[src/rtl/core/acsp_pkg.sv]
// Package: constants, codes and the result type of the CSI sequence parser.
package acsp_pkg;

	// Default configuration
	localparam int MAX_PARAMS_DEF = 8;
	localparam int PARAM_BITS_DEF = 16;

	// Fixed result layout
	localparam int OUT_PARAMS = 8;
	localparam int OUT_BITS   = 16;
	localparam int CODE_W     = 4;
	localparam int BYTE_W     = 8;
	localparam int TOTAL_W    = 4;

	// Characters
	localparam logic [BYTE_W-1:0] CH_ESC   = 8'h1B;
	localparam logic [BYTE_W-1:0] CH_LBRK  = 8'h5B;
	localparam logic [BYTE_W-1:0] CH_SEMI  = 8'h3B;
	localparam logic [BYTE_W-1:0] CH_ZERO  = 8'h30;
	localparam logic [BYTE_W-1:0] CH_NINE  = 8'h39;
	localparam logic [BYTE_W-1:0] CH_COLOR = 8'h6D;
	localparam logic [BYTE_W-1:0] CH_UP    = 8'h41;
	localparam logic [BYTE_W-1:0] CH_DOWN  = 8'h42;
	localparam logic [BYTE_W-1:0] CH_RIGHT = 8'h43;
	localparam logic [BYTE_W-1:0] CH_LEFT  = 8'h44;
	localparam logic [BYTE_W-1:0] CH_POS   = 8'h48;
	localparam logic [BYTE_W-1:0] CH_CLR_S = 8'h4A;
	localparam logic [BYTE_W-1:0] CH_CLR_L = 8'h4B;

	// First parameter value that turns J into clear screen
	localparam int CLR_SCREEN_ARG = 2;

	// Result codes
	localparam logic [CODE_W-1:0] RC_PLAIN    = 4'd0;
	localparam logic [CODE_W-1:0] RC_CONSUMED = 4'd1;
	localparam logic [CODE_W-1:0] RC_COLOR    = 4'd2;
	localparam logic [CODE_W-1:0] RC_UP       = 4'd3;
	localparam logic [CODE_W-1:0] RC_DOWN     = 4'd4;
	localparam logic [CODE_W-1:0] RC_RIGHT    = 4'd5;
	localparam logic [CODE_W-1:0] RC_LEFT     = 4'd6;
	localparam logic [CODE_W-1:0] RC_POS      = 4'd7;
	localparam logic [CODE_W-1:0] RC_CLR_SCR  = 4'd8;
	localparam logic [CODE_W-1:0] RC_CLR_LINE = 4'd9;

	// Parser phases
	localparam logic [1:0] PH_IDLE = 2'd0;
	localparam logic [1:0] PH_ESC  = 2'd1;
	localparam logic [1:0] PH_SEQ  = 2'd2;

	// One result word
	typedef struct packed {
		logic [CODE_W-1:0]                   code;
		logic [BYTE_W-1:0]                   text;
		logic [TOTAL_W-1:0]                  total;
		logic [OUT_PARAMS-1:0][OUT_BITS-1:0] params;
	} result_t;

endpackage

[src/rtl/core/acsp_byte_if.sv]
// Interface: input byte channel.
interface acsp_byte_if
	import acsp_pkg::*;
();
	logic              valid;
	logic              ready;
	logic [BYTE_W-1:0] byte_in;

	modport source (output valid, output byte_in, input ready);
	modport sink   (input valid, input byte_in, output ready);
endinterface

[src/rtl/core/acsp_result_if.sv]
// Interface: parser result channel.
interface acsp_result_if
	import acsp_pkg::*;
();
	logic               valid;
	logic               ready;
	logic [CODE_W-1:0]  result_code;
	logic [BYTE_W-1:0]  text_byte;
	logic [TOTAL_W-1:0] param_total;
	logic [OUT_BITS-1:0] param_zero;
	logic [OUT_BITS-1:0] param_one;
	logic [OUT_BITS-1:0] param_two;
	logic [OUT_BITS-1:0] param_three;
	logic [OUT_BITS-1:0] param_four;
	logic [OUT_BITS-1:0] param_five;
	logic [OUT_BITS-1:0] param_six;
	logic [OUT_BITS-1:0] param_seven;

	modport source (
		output valid, output result_code, output text_byte, output param_total,
		output param_zero, output param_one, output param_two, output param_three,
		output param_four, output param_five, output param_six, output param_seven,
		input ready
	);
	modport sink (
		input valid, input result_code, input text_byte, input param_total,
		input param_zero, input param_one, input param_two, input param_three,
		input param_four, input param_five, input param_six, input param_seven,
		output ready
	);
endinterface

[src/rtl/core/acsp_core.sv]
// Parser state (phase, parameter store, index) and the per-byte step logic.
module acsp_core
	import acsp_pkg::*;
#(
	parameter int MAX_PARAMS = MAX_PARAMS_DEF,
	parameter int PARAM_BITS = PARAM_BITS_DEF
) (
	input  logic              clk,
	input  logic              arst_n,
	input  logic              step_en,
	input  logic [BYTE_W-1:0] byte_in,
	output result_t           res
);

	localparam int IDX_W = $clog2(MAX_PARAMS + 1);
	localparam int MUL_W = PARAM_BITS + 4;
	localparam int EXT_W = (PARAM_BITS > OUT_BITS) ? PARAM_BITS : OUT_BITS;
	localparam int CAP   = (MAX_PARAMS < OUT_PARAMS) ? MAX_PARAMS : OUT_PARAMS;

	logic [1:0]            phase_q, phase_n;
	logic [IDX_W-1:0]      index_q, index_n;
	logic [PARAM_BITS-1:0] store_q [MAX_PARAMS];
	logic [PARAM_BITS-1:0] store_n [MAX_PARAMS];

	logic                  is_digit;
	logic                  idx_full;
	logic [PARAM_BITS-1:0] cur;
	logic [MUL_W-1:0]      acc;
	logic [PARAM_BITS-1:0] acc_sat;
	logic [CODE_W-1:0]     final_code;
	logic [CODE_W-1:0]     code_n;
	logic [BYTE_W-1:0]     text_n;
	logic [IDX_W:0]        total_w;

	assign is_digit = (byte_in >= CH_ZERO) && (byte_in <= CH_NINE);
	assign idx_full = (index_q == IDX_W'(MAX_PARAMS));

	// Current parameter, times ten plus the digit, saturated
	always_comb begin
		cur = '0;
		for (int i = 0; i < MAX_PARAMS; i++) begin
			if (index_q == IDX_W'(i))
				cur = store_q[i];
		end
	end

	assign acc = (MUL_W'(cur) << 3) + (MUL_W'(cur) << 1)
		+ MUL_W'(byte_in - CH_ZERO);
	assign acc_sat = (acc[MUL_W-1:PARAM_BITS] != '0) ? '1 : acc[PARAM_BITS-1:0];

	// Final byte decode
	always_comb begin
		unique case (byte_in)
			CH_COLOR: final_code = RC_COLOR;
			CH_UP:    final_code = RC_UP;
			CH_DOWN:  final_code = RC_DOWN;
			CH_RIGHT: final_code = RC_RIGHT;
			CH_LEFT:  final_code = RC_LEFT;
			CH_POS:   final_code = RC_POS;
			CH_CLR_S: final_code = (store_q[0] == PARAM_BITS'(CLR_SCREEN_ARG)) ?
				RC_CLR_SCR : RC_CONSUMED;
			CH_CLR_L: final_code = RC_CLR_LINE;
			default:  final_code = RC_CONSUMED;
		endcase
	end

	// Next state and result code
	always_comb begin
		phase_n = phase_q;
		index_n = index_q;
		store_n = store_q;
		code_n  = RC_CONSUMED;
		text_n  = '0;
		unique case (phase_q)
			PH_ESC: begin
				for (int i = 0; i < MAX_PARAMS; i++)
					store_n[i] = '0;
				index_n = '0;
				if (byte_in == CH_LBRK) begin
					phase_n = PH_SEQ;
				end else begin
					phase_n = PH_IDLE;
					code_n  = RC_PLAIN;
					text_n  = byte_in;
				end
			end
			PH_SEQ: begin
				if (is_digit) begin
					for (int i = 0; i < MAX_PARAMS; i++) begin
						if (!idx_full && index_q == IDX_W'(i))
							store_n[i] = acc_sat;
					end
				end else if (byte_in == CH_SEMI) begin
					if (!idx_full)
						index_n = index_q + 1'b1;
				end else begin
					code_n  = final_code;
					phase_n = PH_IDLE;
				end
			end
			default: begin
				if (byte_in == CH_ESC) begin
					phase_n = PH_ESC;
				end else begin
					phase_n = PH_IDLE;
					code_n  = RC_PLAIN;
					text_n  = byte_in;
				end
			end
		endcase
	end

	assign res.code = code_n;
	assign res.text = text_n;

	// Parameter count: index plus one, capped
	assign total_w   = (IDX_W + 1)'(index_n) + 1'b1;
	assign res.total = (total_w > (IDX_W + 1)'(CAP)) ? TOTAL_W'(CAP) : TOTAL_W'(total_w);

	// Parameter outputs, saturated to the output width
	for (genvar g = 0; g < OUT_PARAMS; g++) begin : g_out
		if (g < MAX_PARAMS) begin : g_used
			logic [EXT_W-1:0] ext;
			assign ext = EXT_W'(store_n[g]);
			assign res.params[g] = ((ext >> OUT_BITS) != '0) ? '1 : ext[OUT_BITS-1:0];
		end else begin : g_unused
			assign res.params[g] = '0;
		end
	end

	// State registers
	always_ff @(posedge clk or negedge arst_n) begin
		if (!arst_n) begin
			phase_q <= PH_IDLE;
			index_q <= '0;
			for (int i = 0; i < MAX_PARAMS; i++)
				store_q[i] <= '0;
		end else if (step_en) begin
			phase_q <= phase_n;
			index_q <= index_n;
			store_q <= store_n;
		end
	end

	// The index never passes the store depth
	a_idx_range: assert property (@(posedge clk) disable iff (!arst_n)
		index_q <= IDX_W'(MAX_PARAMS))
		else $error("parameter index beyond store depth");

endmodule

[src/rtl/core/ansi_csi_sequence_parser_top.sv]
// Top level: input byte register, parser core and result register.
//
//  channel    | dir | word
//  -----------+-----+------------------------------------------------------
//  byte_ch    | in  | byte_in (8)
//  result_ch  | out | result_code, text_byte, param_total, param_zero..seven
//
// One byte per cycle sustained while result_ch.ready stays high; an accepted
// byte waits in the input register, is stepped through the core and is
// presented from the result register. The step is a times-ten shift-add with
// saturation. arst_n clears phase, index, parameters and both valid flags.
// A stalled result holds in the result register while one more byte waits in
// the input register; byte_ch.ready drops only when both are full.
module ansi_csi_sequence_parser_top
	import acsp_pkg::*;
#(
	parameter int MAX_PARAMS = MAX_PARAMS_DEF,
	parameter int PARAM_BITS = PARAM_BITS_DEF
) (
	input logic          clk,
	input logic          arst_n,
	acsp_byte_if.sink    byte_ch,
	acsp_result_if.source result_ch
);

	logic              valid_s1;
	logic [BYTE_W-1:0] byte_s1;
	logic              out_valid_q;
	result_t           res_q;
	result_t           res_n;
	logic              advance;

	assign advance       = valid_s1 && (!out_valid_q || result_ch.ready);
	assign byte_ch.ready = !valid_s1 || advance;

	// Input register
	always_ff @(posedge clk or negedge arst_n) begin
		if (!arst_n) begin
			valid_s1 <= 1'b0;
		end else if (byte_ch.ready) begin
			valid_s1 <= byte_ch.valid;
		end
	end

	always_ff @(posedge clk) begin
		if (byte_ch.ready && byte_ch.valid)
			byte_s1 <= byte_ch.byte_in;
	end

	acsp_core #(
		.MAX_PARAMS (MAX_PARAMS),
		.PARAM_BITS (PARAM_BITS)
	) u_core (
		.clk     (clk),
		.arst_n  (arst_n),
		.step_en (advance),
		.byte_in (byte_s1),
		.res     (res_n)
	);

	// Result register
	always_ff @(posedge clk or negedge arst_n) begin
		if (!arst_n) begin
			out_valid_q <= 1'b0;
		end else if (advance) begin
			out_valid_q <= 1'b1;
		end else if (result_ch.ready) begin
			out_valid_q <= 1'b0;
		end
	end

	always_ff @(posedge clk) begin
		if (advance)
			res_q <= res_n;
	end

	assign result_ch.valid       = out_valid_q;
	assign result_ch.result_code = res_q.code;
	assign result_ch.text_byte   = res_q.text;
	assign result_ch.param_total = res_q.total;
	assign result_ch.param_zero  = res_q.params[0];
	assign result_ch.param_one   = res_q.params[1];
	assign result_ch.param_two   = res_q.params[2];
	assign result_ch.param_three = res_q.params[3];
	assign result_ch.param_four  = res_q.params[4];
	assign result_ch.param_five  = res_q.params[5];
	assign result_ch.param_six   = res_q.params[6];
	assign result_ch.param_seven = res_q.params[7];

	// A stepped byte always lands in the result register
	a_step_lands: assert property (@(posedge clk) disable iff (!arst_n)
		advance |=> out_valid_q)
		else $error("stepped byte lost");

	// A waiting byte holds when the result side is blocked
	a_s1_hold: assert property (@(posedge clk) disable iff (!arst_n)
		valid_s1 && !advance |=> valid_s1 && $stable(byte_s1))
		else $error("pending byte dropped");

	// Echo only on plain bytes
	a_echo: assert property (@(posedge clk) disable iff (!arst_n)
		out_valid_q && res_q.code != RC_PLAIN |-> res_q.text == '0)
		else $error("echo on non-plain result");

	// Count is never zero and codes stay in range
	a_fields: assert property (@(posedge clk) disable iff (!arst_n)
		out_valid_q |-> res_q.total != '0 && res_q.code <= RC_CLR_LINE)
		else $error("result fields out of range");

endmodule
[src/flat_wrapper.sv]
// flat-port wrapper written by rule: the top's interface ports become plain ports
module ansi_csi_sequence_parser_top_flat import acsp_pkg::*;
#(
	parameter int MAX_PARAMS = MAX_PARAMS_DEF,
	parameter int PARAM_BITS = PARAM_BITS_DEF
)
  (clk, arst_n, byte_ch_valid, byte_ch_byte_in, byte_ch_ready, result_ch_valid, result_ch_result_code, result_ch_text_byte, result_ch_param_total, result_ch_param_zero, result_ch_param_one, result_ch_param_two, result_ch_param_three, result_ch_param_four, result_ch_param_five, result_ch_param_six, result_ch_param_seven, result_ch_ready);
  acsp_byte_if byte_ch_i ();
  acsp_result_if result_ch_i ();
  input logic clk;
  input logic arst_n;
  input wire logic [$bits(byte_ch_i.valid)-1:0] byte_ch_valid;
  input wire logic [$bits(byte_ch_i.byte_in)-1:0] byte_ch_byte_in;
  output wire logic [$bits(byte_ch_i.ready)-1:0] byte_ch_ready;
  output wire logic [$bits(result_ch_i.valid)-1:0] result_ch_valid;
  output wire logic [$bits(result_ch_i.result_code)-1:0] result_ch_result_code;
  output wire logic [$bits(result_ch_i.text_byte)-1:0] result_ch_text_byte;
  output wire logic [$bits(result_ch_i.param_total)-1:0] result_ch_param_total;
  output wire logic [$bits(result_ch_i.param_zero)-1:0] result_ch_param_zero;
  output wire logic [$bits(result_ch_i.param_one)-1:0] result_ch_param_one;
  output wire logic [$bits(result_ch_i.param_two)-1:0] result_ch_param_two;
  output wire logic [$bits(result_ch_i.param_three)-1:0] result_ch_param_three;
  output wire logic [$bits(result_ch_i.param_four)-1:0] result_ch_param_four;
  output wire logic [$bits(result_ch_i.param_five)-1:0] result_ch_param_five;
  output wire logic [$bits(result_ch_i.param_six)-1:0] result_ch_param_six;
  output wire logic [$bits(result_ch_i.param_seven)-1:0] result_ch_param_seven;
  input wire logic [$bits(result_ch_i.ready)-1:0] result_ch_ready;
  assign byte_ch_i.valid = byte_ch_valid;
  assign byte_ch_i.byte_in = byte_ch_byte_in;
  assign byte_ch_ready = byte_ch_i.ready;
  assign result_ch_valid = result_ch_i.valid;
  assign result_ch_result_code = result_ch_i.result_code;
  assign result_ch_text_byte = result_ch_i.text_byte;
  assign result_ch_param_total = result_ch_i.param_total;
  assign result_ch_param_zero = result_ch_i.param_zero;
  assign result_ch_param_one = result_ch_i.param_one;
  assign result_ch_param_two = result_ch_i.param_two;
  assign result_ch_param_three = result_ch_i.param_three;
  assign result_ch_param_four = result_ch_i.param_four;
  assign result_ch_param_five = result_ch_i.param_five;
  assign result_ch_param_six = result_ch_i.param_six;
  assign result_ch_param_seven = result_ch_i.param_seven;
  assign result_ch_i.ready = result_ch_ready;
  ansi_csi_sequence_parser_top #(.MAX_PARAMS(MAX_PARAMS), .PARAM_BITS(PARAM_BITS)) u_core (.clk(clk), .arst_n(arst_n), .byte_ch(byte_ch_i), .result_ch(result_ch_i));
endmodule
[config.mk]
export PLATFORM = sky130hd
export DESIGN_NAME = ansi_csi_sequence_parser_top_flat
export DESIGN_NICKNAME = d
export VERILOG_FILES = /design/src/rtl/core/acsp_pkg.sv /design/src/rtl/core/acsp_byte_if.sv /design/src/rtl/core/acsp_result_if.sv /design/src/rtl/core/acsp_core.sv /design/src/rtl/core/ansi_csi_sequence_parser_top.sv /design/src/flat_wrapper.sv
export SDC_FILE = /design/constraint.sdc
export NUM_CORES = 1
export LEC_CHECK = 0
export BUFFER_PORTS_ARGS = -buffer_cell sky130_fd_sc_hd__buf_2
export CELL_PAD_IN_SITES_DETAIL_PLACEMENT = 1
export CELL_PAD_IN_SITES_GLOBAL_PLACEMENT = 1
export CORE_MARGIN = 1.5
export CORE_UTILIZATION = 42
export DETAILED_ROUTE_END_ITERATION = 8
export GPL_TIMING_DRIVEN = 1
export PLACE_DENSITY_LB_ADDON = 0.1
export SYNTH_ARGS = -nofsm -noshare
export SYNTH_HDL_FRONTEND = slang
export SYNTH_SLANG_ARGS = --single-unit
[constraint.sdc]
create_clock -name clk -period 5.9 [get_ports clk]
set_input_delay 0.59 -clock clk [delete_from_list [all_inputs] [get_ports clk]]
set_output_delay 0.59 -clock clk [all_outputs]
set_load 0.1 [all_outputs]
# [Yosys cells after proc, flatten, opt, wreduce, memory -nomap -nowiden]
# Index checks and enable logic that the tools add are counted.
[totals] regBits=288 latchBits=0 mem_bits_rw=0 romBits=0 input_bits=12 word_cells=116 n_memories=0
[classes] addsub=5 mul=0 n_div=0 magnitude_cmp=3 n_eq_ne=24 shift=0 muxes=40 n_bitwise=0 reduce_logical=20
[ops] operator="2-to-1 mux 16 bit" n=17
[ops] operator="one-hot mux 128 bit (2 select lines)" n=1
[ops] operator="2-to-1 mux 128 bit" n=1
[ops] operator="equality test 8 x 7 -> 1 bit (second input constant)" n=9
[ops] operator="one-hot mux 4 bit (8 select lines)" n=1
[ops] operator="2-to-1 mux 4 bit" n=6
[ops] operator="adder 19 x 17 -> 20 bit" n=1
[ops] operator="adder 20 bit" n=1
[ops] operator="equality test 16 x 2 -> 1 bit (second input constant)" n=1
[ops] operator="equality test 4 x 3 -> 1 bit (second input constant)" n=4
[ops] operator="2-to-1 mux 8 bit" n=2
[ops] operator="one-hot mux 4 bit (2 select lines)" n=2
[ops] operator="one-hot mux 8 bit (2 select lines)" n=1
[ops] operator="logical AND 1 bit" n=11
[ops] operator="subtractor 8 x 6 -> 9 bit (second input constant)" n=1
[ops] operator="equality test 4 x 2 -> 1 bit (second input constant)" n=2
[ops] operator="equality test 8 x 5 -> 1 bit (second input constant)" n=1
[ops] operator="equality test 8 x 6 -> 1 bit (second input constant)" n=1
[ops] operator=">= comparator 8 x 6 -> 1 bit (second input constant)" n=1
[ops] operator="<= comparator 8 x 6 -> 1 bit (second input constant)" n=1
[ops] operator="2-to-1 mux 2 bit" n=3
[ops] operator="adder 4 x 1 -> 5 bit (second input constant)" n=1
[ops] operator="> comparator 5 x 4 -> 1 bit (second input constant)" n=1
[ops] operator="2-to-1 mux 1 bit" n=5
[ops] operator="other kinds (13)" n=17

# [Depth between registers and ports, before layout]
# Gate-level depths: netlist of run 1.
[depth] depth_word=16 mapped_depth=23

# [Cells and area by module]
# From an unflattened synthesis of run 1, not the netlist that was laid out.
[unflattened] cells_unflattened=1355 hier_area_um2=14283.7
[modules_own_cells] mod="acsp_core" n_inst=1 cells_each=1195 area_per_inst_um2=9615.5 seq_area_each_um2=3353.2
[modules_own_cells] mod="ansi_csi_sequence_parser_top" n_inst=1 cells_each=160 area_per_inst_um2=4668.2 seq_area_each_um2=4614.4

# [Least setup slack after synthesis of run 1]
# OpenSTA, ideal clock, no wires.
[synth_path] kind="reg2reg" from="register u_core.out_valid_q, in the netlist u_core.result_ch.valid" to="register u_core.u_core.store_q[100] (netlist name)" setup_ps=111 arrival_ps=6814 path_slack_ps=-1025 stages_incl_launch_ff=7 period_less_slack_ps=6925 cell_sequence="dfrtp_1 -> nand2b_1 -> nand2_1 -> inv_1 -> clkbuf_1 -> nand3_1 -> o21ai_0"
[synth_between] elab_chain_cells=3
[synth_lines] element="start, declared" line_no="ansi_csi_sequence_parser_top.sv:28" source="logic out_valid_q;"
[synth_lines] element="start signal, assigned" line_no="ansi_csi_sequence_parser_top.sv:64" source="out_valid_q <= 1'b0;"
[synth_lines] element="start signal, assigned" line_no="ansi_csi_sequence_parser_top.sv:66" source="out_valid_q <= 1'b1;"
[synth_lines] element="start signal, assigned" line_no="ansi_csi_sequence_parser_top.sv:68" source="out_valid_q <= 1'b0;"
[synth_lines] element="zero test 1 bit" line_no="ansi_csi_sequence_parser_top.sv:33" source="assign advance = valid_s1 && (!out_valid_q || result_ch.ready);"
[synth_lines] element="logical OR 1 bit" line_no="ansi_csi_sequence_parser_top.sv:33"
[synth_lines] element="logical AND 1 bit" line_no="ansi_csi_sequence_parser_top.sv:33"
[synth_lines] element="named net u_core.advance" line_no="ansi_csi_sequence_parser_top.sv:31" source="logic advance;"
[synth_lines] element="end signal, assigned" line_no="acsp_core.sv:141" source="store_q <= store_n;"
[synth_lines] element="end, declared" line_no="acsp_core.sv:22" source="logic [PARAM_BITS-1:0] store_q [MAX_PARAMS];"
# The timed path passes the listed nets, and every way through them passes these cells.
# A chain may end at the register's enable or synchronous reset.

==> results of run 1 <==
## path summary, 6_finish.rpt
kind                                                      start                                       to  slack (ps)  cells past startpoint
setup / recovery           u_core.u_core.index_q[1]$_DFFE_PN0P_  u_core.result_ch.param_two[0]$_DFFE_PP_         220                     25
hold / removal                               byte_ch_byte_in[0]              u_core.byte_s1[0]$_DFFE_PP_         190                      1
setup reg to reg           u_core.u_core.index_q[1]$_DFFE_PN0P_  u_core.result_ch.param_two[0]$_DFFE_PP_         220                     25
hold reg to reg                     u_core.valid_s1$_DFFE_PN0N_       u_core.result_ch.valid$_DFFE_PN0P_         510                      1
max in group asynchronous                                arst_n    u_core.u_core.store_q[30]$_DFFE_PN0P_        4380                      3
min in group asynchronous                                arst_n       u_core.result_ch.valid$_DFFE_PN0P_         410                      2
## state kept, by name, indices dropped and copies added, names as in the netlist, 16 cells and up
name,count
u_core.result_ch.param_seven,16
u_core.u_core.store_q,128
u_core.result_ch.param_one,16
u_core.result_ch.param_zero,16
u_core.result_ch.param_three,16
u_core.result_ch.param_six,16
u_core.result_ch.param_five,16
u_core.result_ch.param_four,16
u_core.result_ch.param_two,16
## what timing repair did
action,4_1_cts,5_1_grt
gates cloned,0,1
hold endpoints to repair,13,0
hold buffers,1,0
resized for setup,2,23
setup endpoints to repair,112,196
pin swaps,8,12
buffers inserted,16,11
## final cells by class
type	count	share of cell area
clock buffers	47	0.0499
clock inverters	11	0.00739
inverters	20	0.00446
multi-input cells	1006	0.339
flip-flops and latches	288	0.444
well taps	448	0.0312
repair buffers	321	0.124
## metrics by stage
stage | instances | power (µW) | worst slack [ps] | hold slack [ps]
5_1_grt | 2141 | 5510 | -17.0 | 172
3_5_place_dp | 2054 | 3390 | -479 | 471
4_1_cts | 2129 | 5370 | 6.31 | 173
2_1_floorplan | 1391 | 3050 | 605 | 294
6_report | 2141 | 5370 | 217 | 186
3_3_place_gp | 2054 | 3370 | -418 | 472
## power groups by stage
stage	registers [µW]	logic (µW)	clock network, µW
finish	2250	1160	1970
global placement	2280	1090	0
floorplan	2750	294	0
detailed placement	2290	1100	0
CTS	2250	1130	1990
global route	2250	1200	2060
## metal layers
metal	global-route usage	wire [µm]	part of all wire	vias up
met4	0.114	1980	0.038	2
met1	0.392	22000	0.43	6260
li1	-	-	-	5538
met3	0.0413	3040	0.059	106
met2	0.464	24300	0.47	431
met5	0	13	0.00025	-
## critical path: cells and delay by family (launching register included)
family / cells / cell delay, ps
buf+inv: 8 / 1180
fa+ha+maj: 3 / 1080
flops: 1 / 380
compound gates: 9 / 1480
simple gates: 5 / 1260
## logic make-up after synthesis
kind of cell    synth area share
compound gates             0.180
xor+xnor                  0.0114
fa+ha+maj                 0.0494
buf+inv                   0.0351
flops                      0.552
mux                      0.00503
simple gates               0.167
## Yosys cell counts (5+ instances only)
library cell,instances
nand2_1,321
o21ai_0,179
edfxtp_1,152
dfrtp_1,136
nor2_1,75
o21ai_1,61
a21oi_1,60
o21ai_2,47
clkbuf_1,38
ha_1,33
a22oi_1,23
inv_1,20
and2_1,16
nor4_4,16
fa_1,15
nand3_1,15
a211oi_1,14
buf_2,13
xnor2_1,11
buf_6,10
a221oi_1,9
buf_1,9
o22ai_1,9
nand2b_1,7
nor4_1,7
o21a_1,7
xor2_1,6
mux2i_1,5
nand4_1,5
nor2b_1,5
or4_1,5
==> flow_summary.json, run 1 <==
{
  "final_cell_area_mm2": 0.0180,
  "synth_top_area_frac": 0.316,
  "worstMarginPinSlew_ps": 1080,
  "grt_pass1_vias": 12700,
  "post-route-util": 0.533,
  "final_common_cell": "nand2_1",
  "cp_max_fo": 9,
  "layout_common_cells": "321 x nand2_1, 174 x o21ai_0, 156 x buf_2, 152 x edfxtp_1, 146 x buf_4",
  "start_util": 0.429,
  "place_congestion": 0.888,
  "p_comb_frac": 0.215,
  "post_dp_cell_area_mm2": 0.0166,
  "wl_per_cell_um": 24.0,
  "async_reset_ff_frac": 0.472,
  "die-area_mm2": 0.0355,
  "dieHeight_um": 188,
  "synthesis.area_mm2": 0.0144,
  "worstPathRequired_ps": 6210,
  "syn2layout_area_growth_pct": 24.3,
  "max_freq_ghz": 0.176,
  "vias": 12300,
  "power_switching_uw": 1750,
  "die_w_um": 188,
  "cp_common_cell": "buf_4",
  "cts_num_sinks": 288,
  "slew_viol_final": 0,
  "grt_pass1_wl_um": 77400,
  "dp.final_hpwl_um": 36300,
  "clkLatencyLatePin_ps": 600,
  "setup_viol": 0,
  "maxSlewHeadroom": 0.278,
  "max_stage_delay_ps": 580,
  "grt_max_degree": 72,
  "postRouteWirelength_um": 51400,
  "setup_tns_ps": 0,
  "cts_max_level": 1,
  "clockBufferDepth": 3,
  "period_share": 0.963,
  "dr.pass1.iters": 5,
  "row_count": 67,
  "ys_types": 67,
  "portBuffers": 157,
  "cts_buffers": 31,
  "synth-edff-count": 152,
  "fill_cells": 3724,
  "viasPerCell": 5.76,
  "ys_top_cells_by_area": "edfxtp_1 32%, dfrtp_1 24%, nand2_1 8.3%",
  "route.detailed.drc": 0,
  "pwr-share-seq": 0.418,
  "hold_viol_final": 0,
  "skew_ps": 25.8,
  "hold_class": "input port to flop",
  "period_needed_ps": 5680,
  "cts_tree": "built",
  "endpoint_kind": "flop",
  "multiInputGateArea_mm2": 0.00609,
  "ir_worst_vdd_mv": 0.228,
  "ys_seq_elements": 288,
  "powerDensity_mw_per_mm2": 299,
  "worstSetupPathType": "flop to flop",
  "leakagePower_uw": 0.00767,
  "crit_path_top_delay_cell": "or4_1",
  "synth_cells": 1391,
  "synthesis.nets": 1451,
  "fin_nets": 1728,
  "clkTransAtPathRegs_ps": 60,
  "cap_violations": 0,
  "switching_share": 0.326,
  "p_int_uw": 3620,
  "cp.arrival_ps": 5990,
  "antenna_found_initial": 1,
  "yosys_warnings": 0,
  "clockRootBuffer": "clkbuf_16",
  "regArea_mm2": 0.00797,
  "ys.flop_type": "edfxtp_1",
  "fp.coreArea_mm2": 0.0337,
  "pin_count": 158,
  "clockPowerShare": 0.367,
  "synth_largest_area_cell": "edfxtp_1",
  "drive_above_1_share": 0.279,
  "seq_area_frac_synth": 0.552,
  "worstSetupStartpointType": "flop",
  "drt_iter0_markers": 974,
  "grt-ovfl-total": 0,
  "outcome": "completed",
  "n_antenna_cell": 0,
  "drtAntennaViolNets": 0,
  "synth_area_per_cell_um2": 10.4,
  "grt_use_total": 0.287
}
Power figures use the tool's default switching activity.
==> inputs of run 2 (changes only) <==
Settings changed: ABC_AREA set to 1, CORE_UTILIZATION 42 to 41.
==> run 2 against run 1 <==
  * Sequential power up 4%
  * Highest routed layer is now met4
  * Critical endpoint is now u_core.result_ch.param_four[11]$_DFFE_PP_
  * Maximum frequency rose by 2.0%
  * Area after synthesis up 16%
  * Synthesized cell count is 52% higher
==> flow_summary.json, run 2 <==
{
  "cts_num_sinks": 288,
  "period_needed_ps": 5570,
  "fin_nets": 2312,
  "ys.flop_type": "edfxtp_1",
  "ir_worst_vdd_mv": 0.646,
  "synth.most_common_cell": "nand2_1",
  "synth_cells": 2112,
  "crit_path_top_delay_cell": "fa_1",
  "cp.arrival_ps": 5870,
  "worstMarginPinSlew_ps": 1180,
  "synthesis.nets": 2172,
  "max_stage_delay_ps": 470,
  "max_freq_ghz": 0.180,
  "cts_max_level": 2,
  "cts_buffers": 35,
  "dr.pass1.iters": 6,
  "cts_tree": "built",
  "async_reset_ff_frac": 0.472,
  "pin_count": 158,
  "grt_pass1_wl_um": 96700,
  "reg2reg_depth": 28,
  "grt_max_degree": 106,
  "period_share": 0.944,
  "ys_types": 40,
  "fp.coreArea_mm2": 0.0401,
  "row_count": 73,
  "drtAntennaViolNets": 0,
  "maxSlewHeadroom": 0.212,
  "layout_common_cells": "935 x nand2_1, 159 x inv_1, 156 x buf_2, 152 x edfxtp_1, 136 x dfrtp_1",
  "antenna_found_initial": 1,
  "worstPathRequired_ps": 6200,
  "clockRootBuffer": "clkbuf_16",
  "yosys_warnings": 0,
  "largest_reg_flops": 128,
  "start_util": 0.419,
  "grt_use_total": 0.306,
  "portBuffers": 157,
  "synth_area_per_cell_um2": 7.96,
  "dpl_worst_slack_ps": 397,
  "setup_viol": 0,
  "wl_per_cell_um": 22.8,
  "slew_viol_final": 0,
  "crit_start": "u_core.u_core.index_q[1]$_DFFE_PN0P_",
  "setup_tns_ps": 0,
  "postRouteWirelength_um": 63900,
  "leakagePower_uw": 0.00910,
  "drt_iter0_markers": 1284,
  "dieHeight_um": 205,
  "die-area_mm2": 0.0422,
  "drive_above_1_share": 0.142,
  "synth_top_area_frac": 0.272,
  "viasPerCell": 5.64,
  "worstSetupStartpointType": "flop",
  "synthesis.area_mm2": 0.0168,
  "top_register": "u_core.u_core.store_q",
  "cp_max_fo": 45,
  "rsz0062_at_grt": "false",
  "powerDensity_mw_per_mm2": 511,
  "syn2layout_area_growth_pct": 16.0,
  "skew_ps": 26.4,
  "synth_largest_area_cell": "edfxtp_1",
  "hold_class": "input port to asynchronous set/reset pin",
  "reg2reg_from": "u_core.u_core.index_q[1]$_DFFE_PN0P_",
  "outcome": "completed",
  "fill_cells": 4896,
  "endpoint_kind": "flop",
  "final_common_cell": "nand2_1",
  "route.detailed.drc": 0,
  "hold_viol_final": 0,
  "clkLatencyLatePin_ps": 570,
  "clockBufferDepth": 3,
  "synth-edff-count": 152,
  "grt-ovfl-total": 0,
  "dp.final_hpwl_um": 44300,
  "regArea_mm2": 0.00797,
  "die_w_um": 205,
  "ys_top_cells_by_count": "937 x nand2_1, 161 x inv_1, 152 x edfxtp_1",
  "ys_top_cells_by_area": "edfxtp_1 27%, nand2_1 21%, dfrtp_1 20%",
  "multiInputGateArea_mm2": 0.00756,
  "cp_common_cell": "nand2_1",
  "worst_slack_ps": 331,
  "worstSetupPathType": "flop to flop",
  "seq_area_frac_synth": 0.474,
  "ys_seq_elements": 288,
  "finalPower_uw": 9970,
  "grt_pass1_vias": 15800,
  "place_congestion": 0.897,
  "cap_violations": 0,
  "clkTransAtPathRegs_ps": 60,
  "vias": 15800,
  "post-route-util": 0.486,
  "cts.hold.buffers_added": 0
}
run 2: changes by cell type in the layout (fill, tap and decap cells not counted), sizes merged, moves of 21 or more:
cell / delta
nand2: +617
o21ai: -246
inv: +151
nand4: +127
buf: -93
o21a: +56
a21oi: +44
nand3: +35
o211ai: +27
a22oi: -23
nor4: -21
run 2: kinds of logic (layout without fill, tap and decap cells):
group | Yosys count | after routing | synth area share
AOI/OAI and AO/OA | 264 | 264 | 0.0992
xor gates and xnor gates | 11 | 11 | 0.00573
adders and majority gates | 48 | 48 | 0.0424
buffers and inverters | 301 | 468 | 0.0795
DFF | 288 | 288 | 0.474
other | 0 | 1 | 0
and+or+nand+nor | 1200 | 1200 | 0.299
run 2: metrics by stage:
| step | cell area, µm² | instances | hold slack [ps] |
|---|---|---|---|
| 3_3_place_gp | 18300 | 2736 | 487 |
| 2_1_floorplan | 16800 | 2112 | 294 |
| 3_5_place_dp | 18300 | 2736 | 490 |
| 5_1_grt | 19500 | 2804 | 162 |
| 4_1_cts | 19400 | 2800 | 143 |
| 6_report | 19500 | 2805 | 127 |
run 2: layout make-up:
cell class	instances	share of cell area
sequential	288	0.409
multi-input combinational	1523	0.388
timing repair buffer	227	0.0753
clock buffer	48	0.0496
inverter	177	0.0347
tap	525	0.0337
clock inverter	16	0.0101
antenna	1	0.000128
run 2: critical path, delay by kind of cell (launching register included):
| kind | cells | cell delay, ps |
|---|---|---|
| and+or+nand+nor | 15 | 1670 |
| AOI/OAI and AO/OA | 4 | 940 |
| buffers and inverters | 6 | 1040 |
| adders and majority gates | 3 | 1190 |
| DFF | 1 | 420 |
run 2: timing repair:
item / in CTS / in global routing
endpoints found under the setup margin: 0 / 88
gates resized for setup: 0 / 5
setup buffers: 0 / 4
run 2: routing by layer:
layer | wire, µm | up-vias | track usage
li1 | - | 7273 | -
met5 | 0 | - | 0
met1 | 28500 | 7906 | 0.427
met3 | 4340 | 111 | 0.0527
met2 | 28700 | 539 | 0.469
met4 | 2450 | 0 | 0.125
run 2: path summary, 6_finish.rpt:
path / end / slack, ps
worst max-delay path: u_core.result_ch.param_four[11]$_DFFE_PP_ / 330
worst min-delay path: u_core.u_core.store_q[43]$_DFFE_PN0P_ / 130
worst max register to register: u_core.result_ch.param_four[11]$_DFFE_PP_ / 330
worst min register to register: u_core.u_core.store_q[104]$_DFFE_PN0P_ / 510
max in group asynchronous: u_core.u_core.store_q[26]$_DFFE_PN0P_ / 4310
min in group clk: u_core.byte_s1[2]$_DFFE_PP_ / 220
run 2: power breakdown:
group / leakage, µW / switching, µW / internal [µW]
combinational: 0.00513 / 4080 / 1300
clock: 0.000565 / 911 / 1330
sequential: 0.00341 / 60.7 / 2280
total: 0.00910 / 5050 / 4910
